File: config.mk
export PLATFORM = sky130hd
export DESIGN_NAME = ws2812_spi_frame_encoder
export DESIGN_NICKNAME = d
export VERILOG_FILES = /design/src/sv/ws_enc_pkg.sv /design/src/sv/ws_enc_ram.sv /design/src/sv/ws_enc_front.sv /design/src/sv/ws_enc_back.sv /design/src/sv/ws2812_spi_frame_encoder.sv
export SDC_FILE = /design/constraint.sdc
export NUM_CORES = 2
export LEC_CHECK = 0
export ABC_AREA = 0
export BUFFER_PORTS_ARGS = -buffer_cell sky130_fd_sc_hd__buf_2
export CAP_MARGIN = 20
export CELL_PAD_IN_SITES_DETAIL_PLACEMENT = 0
export CELL_PAD_IN_SITES_GLOBAL_PLACEMENT = 2
export CORE_AREA = 5 5 393 395
export CTS_CLUSTER_SIZE = 12
export DETAILED_ROUTE_END_ITERATION = 10
export DIE_AREA = 0 0 398 400
export GPL_TIMING_DRIVEN = 0
export HOLD_SLACK_MARGIN = 0.1
export PLACE_DENSITY_LB_ADDON = 0.1
export SYNTH_ARGS = -nofsm -noshare
export SYNTH_HDL_FRONTEND = slang
export SYNTH_HIERARCHICAL = 1
export SYNTH_SLANG_ARGS = --single-unit
File: constraint.sdc
create_clock -name clk -period 5.77 [get_ports clk]
set_input_delay 0.577 -clock clk [delete_from_list [all_inputs] [get_ports clk]]
set_output_delay 0.577 -clock clk [all_outputs]
set_load 0.03 [all_outputs]
File: src/sv/ws_enc_pkg.sv
// Shared types, constants and the bit-expansion function of the WS2812 SPI frame encoder.
package ws_enc_pkg;

    localparam int LED_COUNT        = 64;
    localparam int LEAD_ZERO_BYTES  = 60;
    localparam int TRAIL_ZERO_BYTES = 60;
    localparam int PREAMBLE_BYTES   = 3;
    localparam int LED_W            = $clog2(LED_COUNT);
    localparam int Q_DEPTH          = 2;
    localparam int Q_PTR_W          = $clog2(Q_DEPTH);
    localparam int Q_CNT_W          = $clog2(Q_DEPTH + 1);
    localparam int PIX_W            = 24;

    localparam logic [7:0] PREAMBLE_VALUE = 8'hAA;
    localparam logic [4:0] CODE_ONE       = 5'h1C;
    localparam logic [4:0] CODE_ZERO      = 5'h18;
    localparam logic [2:0] LAST_SUB       = 3'd4;
    localparam logic [1:0] LAST_COLOUR    = 2'd2;

    typedef enum logic [1:0] {
        OP_SET   = 2'd0,
        OP_CLEAR = 2'd1,
        OP_SHOW  = 2'd2,
        OP_FETCH = 2'd3
    } op_t;

    typedef enum logic [1:0] {
        PH_PREAMBLE = 2'd0,
        PH_LEAD     = 2'd1,
        PH_DATA     = 2'd2,
        PH_TRAIL    = 2'd3
    } phase_t;

    typedef struct packed {
        op_t              op;
        logic [LED_W-1:0] idx;
        logic [PIX_W-1:0] grb;
    } cmd_t;

    // Return SPI byte number sel (0..4) of the 40-bit code for one colour byte.
    function automatic logic [7:0] expand_colour(input logic [7:0] colour,
                                                 input logic [2:0] sel);
        logic [39:0] code;
        logic [7:0]  res;
        for (int i = 0; i < 8; i++)
        begin
            code[39-5*i -: 5] = colour[7-i] ? CODE_ONE : CODE_ZERO;
        end
        case (sel)
            3'd0:    res = code[39:32];
            3'd1:    res = code[31:24];
            3'd2:    res = code[23:16];
            3'd3:    res = code[15:8];
            3'd4:    res = code[7:0];
            default: res = 8'd0;
        endcase
        return res;
    endfunction

endpackage

File: src/sv/ws_enc_ram.sv
// Generic single-write, single-read RAM with registered read data.
module ws_enc_ram #(
    parameter int WIDTH = 8,
    parameter int DEPTH = 16
) (
    input  logic                     clk,
    input  logic                     wr_en,
    input  logic [$clog2(DEPTH)-1:0] wr_addr,
    input  logic [WIDTH-1:0]         wr_data,
    input  logic [$clog2(DEPTH)-1:0] rd_addr,
    output logic [WIDTH-1:0]         rd_data
);

    logic [WIDTH-1:0] mem [DEPTH];

    always_ff @(posedge clk)
    begin
        if (wr_en)
        begin
            mem[wr_addr] <= wr_data;
        end
        rd_data <= mem[rd_addr];
    end

endmodule

File: src/sv/ws_enc_front.sv
// Front end: accepts input beats, decodes them into commands and queues them.
module ws_enc_front (
    input  logic                clk,
    input  logic                rst_n,
    input  logic                in_valid,
    output logic                in_stall,
    input  logic [1:0]          operation,
    input  logic [5:0]          pixel_index,
    input  logic [7:0]          red,
    input  logic [7:0]          green,
    input  logic [7:0]          blue,
    output logic                q_valid,
    output ws_enc_pkg::cmd_t    q_cmd,
    input  logic                q_pop
);
    import ws_enc_pkg::*;

    cmd_t               q_mem_reg [Q_DEPTH];
    logic [Q_PTR_W-1:0] wr_ptr_reg, wr_ptr_next;
    logic [Q_PTR_W-1:0] rd_ptr_reg, rd_ptr_next;
    logic [Q_CNT_W-1:0] count_reg, count_next;
    cmd_t               cmd;
    logic               in_range;
    logic               accept;
    logic               push;

    assign in_stall = (count_reg == Q_CNT_W'(Q_DEPTH));
    assign accept   = in_valid && !in_stall;
    assign in_range = (32'(pixel_index) < LED_COUNT);

    always_comb
    begin
        cmd.op  = op_t'(operation);
        cmd.idx = LED_W'(pixel_index);
        cmd.grb = {green, red, blue};
    end

    // Drop out-of-range pixel writes here; they never reach the back end.
    assign push = accept && !((cmd.op == OP_SET) && !in_range);

    assign q_valid = (count_reg != '0);
    assign q_cmd   = q_mem_reg[rd_ptr_reg];

    always_comb
    begin
        wr_ptr_next = wr_ptr_reg;
        rd_ptr_next = rd_ptr_reg;
        count_next  = count_reg;
        if (push)
        begin
            wr_ptr_next = (32'(wr_ptr_reg) == Q_DEPTH - 1) ? '0 : wr_ptr_reg + 1'b1;
        end
        if (q_pop)
        begin
            rd_ptr_next = (32'(rd_ptr_reg) == Q_DEPTH - 1) ? '0 : rd_ptr_reg + 1'b1;
        end
        case ({push, q_pop})
            2'b10:   count_next = count_reg + 1'b1;
            2'b01:   count_next = count_reg - 1'b1;
            default: count_next = count_reg;
        endcase
    end

    always_ff @(posedge clk or negedge rst_n)
    begin
        if (!rst_n)
        begin
            wr_ptr_reg <= '0;
            rd_ptr_reg <= '0;
            count_reg  <= '0;
        end
        else
        begin
            wr_ptr_reg <= wr_ptr_next;
            rd_ptr_reg <= rd_ptr_next;
            count_reg  <= count_next;
        end
    end

    always_ff @(posedge clk)
    begin
        if (push)
        begin
            q_mem_reg[wr_ptr_reg] <= cmd;
        end
    end

endmodule

File: src/sv/ws_enc_back.sv
// Back end: executes queued commands, owns the pixel store and the frame sequencer.
module ws_enc_back (
    input  logic                clk,
    input  logic                rst_n,
    input  logic                q_valid,
    input  ws_enc_pkg::cmd_t    q_cmd,
    output logic                q_pop,
    output logic                out_valid,
    input  logic                out_stall,
    output logic [7:0]          spi_byte,
    output logic [1:0]          frame_phase,
    output logic                last_of_frame
);
    import ws_enc_pkg::*;

    typedef enum logic [1:0] {
        ST_IDLE  = 2'b01,
        ST_FETCH = 2'b10
    } state_t;

    state_t             state_reg, state_next;
    logic               active_reg, active_next;
    phase_t             phase_reg, phase_next;
    logic [7:0]         cnt_reg, cnt_next;
    logic [LED_W-1:0]   led_reg, led_next;
    logic [1:0]         csel_reg, csel_next;
    logic [2:0]         sub_reg, sub_next;
    logic [LED_COUNT-1:0] vbits_reg, vbits_next;
    logic               vld_q_reg;
    logic               out_valid_reg, out_valid_next;
    logic [7:0]         byte_reg, byte_next;
    phase_t             oph_reg, oph_next;
    logic               last_reg, last_next;

    logic               wr_en;
    logic [PIX_W-1:0]   rd_data;
    logic [PIX_W-1:0]   px;
    logic [7:0]         colour;
    logic [7:0]         data_byte;
    logic [7:0]         len_m1;
    logic               out_free;

    ws_enc_ram #(
        .WIDTH (PIX_W),
        .DEPTH (LED_COUNT)
    ) u_store (
        .clk     (clk),
        .wr_en   (wr_en),
        .wr_addr (q_cmd.idx),
        .wr_data (q_cmd.grb),
        .rd_addr (led_reg),
        .rd_data (rd_data)
    );

    assign out_free = !out_valid_reg || !out_stall;

    // An entry never written since the last clear reads as black.
    assign px = vld_q_reg ? rd_data : '0;

    always_comb
    begin
        case (csel_reg)
            2'd0:    colour = px[23:16];
            2'd1:    colour = px[15:8];
            2'd2:    colour = px[7:0];
            default: colour = 8'd0;
        endcase
    end

    assign data_byte = expand_colour(colour, sub_reg);

    always_comb
    begin
        case (phase_reg)
            PH_PREAMBLE: len_m1 = 8'(PREAMBLE_BYTES - 1);
            PH_LEAD:     len_m1 = 8'(LEAD_ZERO_BYTES - 1);
            default:     len_m1 = 8'(TRAIL_ZERO_BYTES - 1);
        endcase
    end

    always_comb
    begin
        state_next  = state_reg;
        active_next = active_reg;
        phase_next  = phase_reg;
        cnt_next    = cnt_reg;
        led_next    = led_reg;
        csel_next   = csel_reg;
        sub_next    = sub_reg;
        vbits_next  = vbits_reg;
        q_pop       = 1'b0;
        wr_en       = 1'b0;
        byte_next   = byte_reg;
        oph_next    = oph_reg;
        last_next   = last_reg;
        out_valid_next = out_valid_reg && out_stall;

        case (state_reg)
            ST_IDLE:
            begin
                if (q_valid && out_free)
                begin
                    q_pop = 1'b1;
                    case (q_cmd.op)
                        OP_SET:
                        begin
                            if (!active_reg)
                            begin
                                wr_en = 1'b1;
                                vbits_next[q_cmd.idx] = 1'b1;
                            end
                        end
                        OP_CLEAR:
                        begin
                            if (!active_reg)
                            begin
                                vbits_next = '0;
                            end
                        end
                        OP_SHOW:
                        begin
                            if (!active_reg)
                            begin
                                active_next = 1'b1;
                                phase_next  = PH_PREAMBLE;
                                cnt_next    = '0;
                                led_next    = '0;
                                csel_next   = '0;
                                sub_next    = '0;
                            end
                        end
                        OP_FETCH:
                        begin
                            if (active_reg)
                            begin
                                if (phase_reg == PH_DATA)
                                begin
                                    // wait in ST_FETCH for the registered store read
                                    state_next = ST_FETCH;
                                end
                                else
                                begin
                                    out_valid_next = 1'b1;
                                    byte_next = (phase_reg == PH_PREAMBLE) ?
                                                PREAMBLE_VALUE : 8'd0;
                                    oph_next  = phase_reg;
                                    last_next = 1'b0;
                                    if (cnt_reg == len_m1)
                                    begin
                                        cnt_next = '0;
                                        if (phase_reg == PH_TRAIL)
                                        begin
                                            last_next   = 1'b1;
                                            active_next = 1'b0;
                                            phase_next  = PH_PREAMBLE;
                                        end
                                        else
                                        begin
                                            phase_next = phase_t'(phase_reg + 2'd1);
                                        end
                                    end
                                    else
                                    begin
                                        cnt_next = cnt_reg + 8'd1;
                                    end
                                end
                            end
                        end
                        default:
                        begin
                        end
                    endcase
                end
            end
            ST_FETCH:
            begin
                state_next     = ST_IDLE;
                out_valid_next = 1'b1;
                byte_next      = data_byte;
                oph_next       = PH_DATA;
                last_next      = 1'b0;
                // advance bit group, then colour, then LED
                if (sub_reg == LAST_SUB)
                begin
                    sub_next = '0;
                    if (csel_reg == LAST_COLOUR)
                    begin
                        csel_next = '0;
                        if (32'(led_reg) == LED_COUNT - 1)
                        begin
                            led_next   = '0;
                            phase_next = PH_TRAIL;
                        end
                        else
                        begin
                            led_next = led_reg + 1'b1;
                        end
                    end
                    else
                    begin
                        csel_next = csel_reg + 2'd1;
                    end
                end
                else
                begin
                    sub_next = sub_reg + 3'd1;
                end
            end
            default:
            begin
                state_next = ST_IDLE;
            end
        endcase
    end

    always_ff @(posedge clk or negedge rst_n)
    begin
        if (!rst_n)
        begin
            state_reg     <= ST_IDLE;
            active_reg    <= 1'b0;
            phase_reg     <= PH_PREAMBLE;
            cnt_reg       <= '0;
            led_reg       <= '0;
            csel_reg      <= '0;
            sub_reg       <= '0;
            vbits_reg     <= '0;
            vld_q_reg     <= 1'b0;
            out_valid_reg <= 1'b0;
        end
        else
        begin
            state_reg     <= state_next;
            active_reg    <= active_next;
            phase_reg     <= phase_next;
            cnt_reg       <= cnt_next;
            led_reg       <= led_next;
            csel_reg      <= csel_next;
            sub_reg       <= sub_next;
            vbits_reg     <= vbits_next;
            vld_q_reg     <= vbits_reg[led_reg];
            out_valid_reg <= out_valid_next;
        end
    end

    always_ff @(posedge clk)
    begin
        byte_reg <= byte_next;
        oph_reg  <= oph_next;
        last_reg <= last_next;
    end

    assign out_valid     = out_valid_reg;
    assign spi_byte      = byte_reg;
    assign frame_phase   = oph_reg;
    assign last_of_frame = last_reg;

endmodule

File: src/sv/ws2812_spi_frame_encoder.sv
// Top level of the WS2812 SPI frame encoder: front end, command queue and back end.
//
// Input channel (in_valid / in_stall) carries one command beat: set pixel, clear
// all, start frame or fetch next byte. Output channel (out_valid / out_stall)
// carries one SPI byte beat with its frame phase and an end-of-frame flag.
// Only a fetch during a frame produces an output beat; all other beats are
// absorbed, and set, clear and start are dropped while a frame is running.
// A two-entry command queue sits between the front end and the back end.
// A fetch in the preamble or zero phases writes its byte straight into the output
// register; a fetch in the pixel data phase first passes through ST_FETCH, since
// the back end waits for the registered read of the 64-entry pixel RAM.
// Set, clear, start and non-data fetches go at one beat per cycle while the
// receiver does not stall; no new command is taken while a data byte is fetched.
// Reset clears the control state and per-LED valid flags at once, so the
// pixel store reads as all black immediately; no clearing pass is needed.
// When the receiver stalls, the output register holds its byte, the back end
// stops draining the queue and in_stall rises once the queue is full.
module ws2812_spi_frame_encoder (
    input  logic       clk,
    input  logic       rst_n,
    input  logic       in_valid,
    output logic       in_stall,
    input  logic [1:0] operation,
    input  logic [5:0] pixel_index,
    input  logic [7:0] red,
    input  logic [7:0] green,
    input  logic [7:0] blue,
    output logic       out_valid,
    input  logic       out_stall,
    output logic [7:0] spi_byte,
    output logic [1:0] frame_phase,
    output logic       last_of_frame
);
    import ws_enc_pkg::*;

    logic q_valid;
    cmd_t q_cmd;
    logic q_pop;

    ws_enc_front u_front (
        .clk         (clk),
        .rst_n       (rst_n),
        .in_valid    (in_valid),
        .in_stall    (in_stall),
        .operation   (operation),
        .pixel_index (pixel_index),
        .red         (red),
        .green       (green),
        .blue        (blue),
        .q_valid     (q_valid),
        .q_cmd       (q_cmd),
        .q_pop       (q_pop)
    );

    ws_enc_back u_back (
        .clk           (clk),
        .rst_n         (rst_n),
        .q_valid       (q_valid),
        .q_cmd         (q_cmd),
        .q_pop         (q_pop),
        .out_valid     (out_valid),
        .out_stall     (out_stall),
        .spi_byte      (spi_byte),
        .frame_phase   (frame_phase),
        .last_of_frame (last_of_frame)
    );

    a_pop_nonempty: assert property (@(posedge clk) disable iff (!rst_n)
        q_pop |-> q_valid)
        else $error("back end popped an empty command queue");

    a_last_in_trail: assert property (@(posedge clk) disable iff (!rst_n)
        (out_valid && last_of_frame) |-> (frame_phase == PH_TRAIL))
        else $error("end-of-frame flag outside the trailing zero phase");

    a_preamble_byte: assert property (@(posedge clk) disable iff (!rst_n)
        (out_valid && (frame_phase == PH_PREAMBLE)) |-> (spi_byte == PREAMBLE_VALUE))
        else $error("preamble byte has the wrong value");

    a_zero_byte: assert property (@(posedge clk) disable iff (!rst_n)
        (out_valid && ((frame_phase == PH_LEAD) || (frame_phase == PH_TRAIL)))
            |-> (spi_byte == 8'd0))
        else $error("reset-phase byte is not zero");

endmodule
==> metrics.csv <==
metric;value;unit
crit_type;reg2reg;
syn_inst;3253;
r2r_setup_slack;0.85;ns
final.period_utilization;85.4;%
cp_slowest_stage_delay;0.93;ns
die-area;0.159;mm2
hp-class;in2async;
syn_area_per_cell;20.7;um2
largest_reg_flops;1536;
synthFlopType;edfxtp_1;
final_util;51.7;%
start_util;44.5;%
std_cell_rows;143;
finalClockSkew;0.0259;ns
worstPathMaxFanout;24;
fmax;203;MHz
clkSinkCount;1729;
worstReg2RegStart;u_front/rd_ptr_reg;
drive_above_1_share;26.0;%
core_area;0.151;mm2
wl_per_cell;33.4;um
peakVddDrop;0.345;mV
stdcell_area;0.0779;mm2
grt_pass1_vias;34700;
maxSlewViolCount;0;
worstSetupStartpointType;flip-flop;
register_area;0.0512;mm2
ios;49;
grt_use_met3;3.70;%
grt_pass1_wl;270;mm
cp-end-kind;flip-flop;
crit_chain;buf_6, buf_12, mux2_4, clkbuf_1, nor2_1, nand3_1, clkbuf_1, nor2_1, clkbuf_1, inv_1, or2_2, clkbuf_1, nor2_4;
status;finished, final reports clean;
powerDensity;394;mW/mm2
grtUsageMet2;37.3;%
dpl_cell_area;0.0719;mm2
antenna_left;0;
place.gp.congestion;0.896;
top_usage_layer;met2;
whs;0.431;ns
synth_edf_count;1611;
crit_required;6.18;ns
vias;35100;
setup_viol;0;
areaGrowthSynthToFinish;16.0;%
wl;192;mm
min_period;4.92;ns
critPathBufInv;7;
final_nets;3632;
numCtsBuffers;182;
hold_viol;0;
cts_max_level;4;
slowest_stage;nor2_4;
clockBufferDepth;3;
drtIter0Drc;4054;
clk_pin_slew;0.06;ns
clock_latency;0.81;ns
synth_cell_types;72;
drc;0;
critPathArrivalTime;5.34;ns
cpMostUsedCell;clkbuf_1;
rsz0062_at_grt;no;
clock-root-buffer;clkbuf_16;
slew_headroom;18.9;%
setup_tns;0;ns
grt_max_degree;65;
dieHeight;400;um
multi_input_area;0.0154;mm2
grt_antenna_before_repair;7;
tightest_slew;1.21;ns
use_met1;36.4;%
synth-seq-area-share;76.2;%
port_buffers;48;
grt-ovfl-total;0;
p_leak;0.0243;uW
reg2reg_to;u_back/u_store/mem[19][8];
cp_num_cells;13;
ctsResizeCount;0;
n_fill_cell;11800;
synth-async-reset-ratio;5.44;%
firstDrtPassIters;5;
ys_seq_elements;1729;
synth_nets;3302;
maxCapViolCount;0;
cp_top_family;simple AND/OR/NAND/NOR gates;
die_x;398;um
vias_per_cell;6.10;
syn_area;0.0672;mm2
ys_warn_count;6;
dpl.hpwl;127;mm
cts_tree;done;
reg2reg_depth;13;
grt_use_total;24.3;%
[worst max path at each step]
stage,startpoint,endpoint
6_report,u_front/rd_ptr_reg,u_back/u_store/mem[19][8]
3_5_place_dp,u_front/rd_ptr_reg,u_back/u_store/mem[19][5]
4_1_cts,u_front/rd_ptr_reg,u_back/u_store/mem[19][8]
5_1_grt,u_front/rd_ptr_reg,u_back/u_store/mem[39][20]
2_1_floorplan,u_front/rd_ptr_reg,u_back/u_store/mem[27][0]
3_3_place_gp,u_front/rd_ptr_reg,u_back/u_store/mem[6][10]
[layout make-up]
class | instances | share of cell area, %
buffer | 182 | 1.31
tap | 2030 | 3.26
sequential | 1729 | 65.7
clock inverter | 84 | 0.997
inverter | 20 | 0.0963
antenna | 2 | 0.00642
clock buffer | 242 | 6.24
multi-input combinational | 1322 | 19.7
timing repair buffer | 146 | 2.65
[cells in the mapped netlist, types with 15 or more instances]
| cell type | count | area share, % |
|---|---|---|
| inv_1 | 17 | 0.095 |
| nand2_1 | 85 | 0.47 |
| nor2b_1 | 22 | 0.20 |
| a221oi_1 | 51 | 0.66 |
| o22ai_1 | 46 | 0.43 |
| nor2_1 | 173 | 0.97 |
| dfrtp_1 | 93 | 3.5 |
| mux2_2 | 41 | 0.69 |
| buf_6 | 15 | 0.25 |
| edfxtp_1 | 1611 | 72 |
| buf_4 | 28 | 0.31 |
| mux2i_1 | 117 | 1.7 |
| o21ai_0 | 29 | 0.22 |
| clkbuf_1 | 77 | 0.43 |
| nand3_1 | 42 | 0.31 |
| a31oi_1 | 19 | 0.18 |
| mux4_2 | 372 | 12 |
| a22oi_1 | 50 | 0.56 |
| mux2_4 | 29 | 0.65 |
| buf_2 | 45 | 0.34 |
| dfxtp_1 | 24 | 0.72 |
| a21oi_1 | 83 | 0.62 |
[worst reg2reg max path: stages (launching register included)]
cell	delay (ns)
dfrtp_1	0.38
buf_6	0.15
buf_12	0.16
mux2_4	0.29
clkbuf_1	0.23
nor2_1	0.19
nand3_1	0.14
clkbuf_1	0.27
nor2_1	0.58
clkbuf_1	0.36
inv_1	0.14
or2_2	0.31
clkbuf_1	0.37
nor2_4	0.94
[timing repair]
item / CTS / global route
hold endpoints to repair: 128 / 0
hold buffers: 35 / 0
buffers inserted: 0 / 0
[cells by family after synthesis]
kind of cell / synth area share, %
buf+inv: 1.63
fa+ha+maj: 0.242
compound gates: 3.52
simple gates: 2.77
flops: 76.2
xor+xnor: 0.0652
mux: 15.6
[metrics by stage]
step	power (uW)	setup slack [ns]	instances
2_1_floorplan	17900	1.92	3253
3_3_place_gp	19500	-0.310	5331
3_5_place_dp	19900	0.989	5393
4_1_cts	31000	0.932	5754
5_1_grt	31800	0.672	5755
6_report	30700	0.845	5757
[report_power, final]
group | leakage, uW | internal, uW | switching, uW | total [uW]
Sequential | 0.0160 | 15500 | 136 | 15600
Clock | 0.00275 | 6370 | 4740 | 11100
Combinational | 0.00552 | 907 | 3070 | 3980
[metal layers]
layer	part of all wire [%]	vias up
met2	46	1580
li1	-	14200
met5	0	-
met4	3.3	0
met3	7.1	265
met1	44	19100
[placed cells by master (no fill, tap or decap), drive strengths merged, types with 42 or more instances in the layout]
master | synthesis | routed
buf | 105 | 216
a22oi | 50 | 50
a221oi | 51 | 51
mux2 | 71 | 71
a21oi | 84 | 84
edfxtp | 1611 | 1611
mux2i | 117 | 117
dfrtp | 93 | 93
nor2 | 173 | 173
mux4 | 372 | 372
nand2 | 85 | 85
clkinv | 2 | 69
nand3 | 42 | 42
clkbuf | 77 | 319
o22ai | 47 | 47
Note: power is estimated with default switching activity, not from simulation.
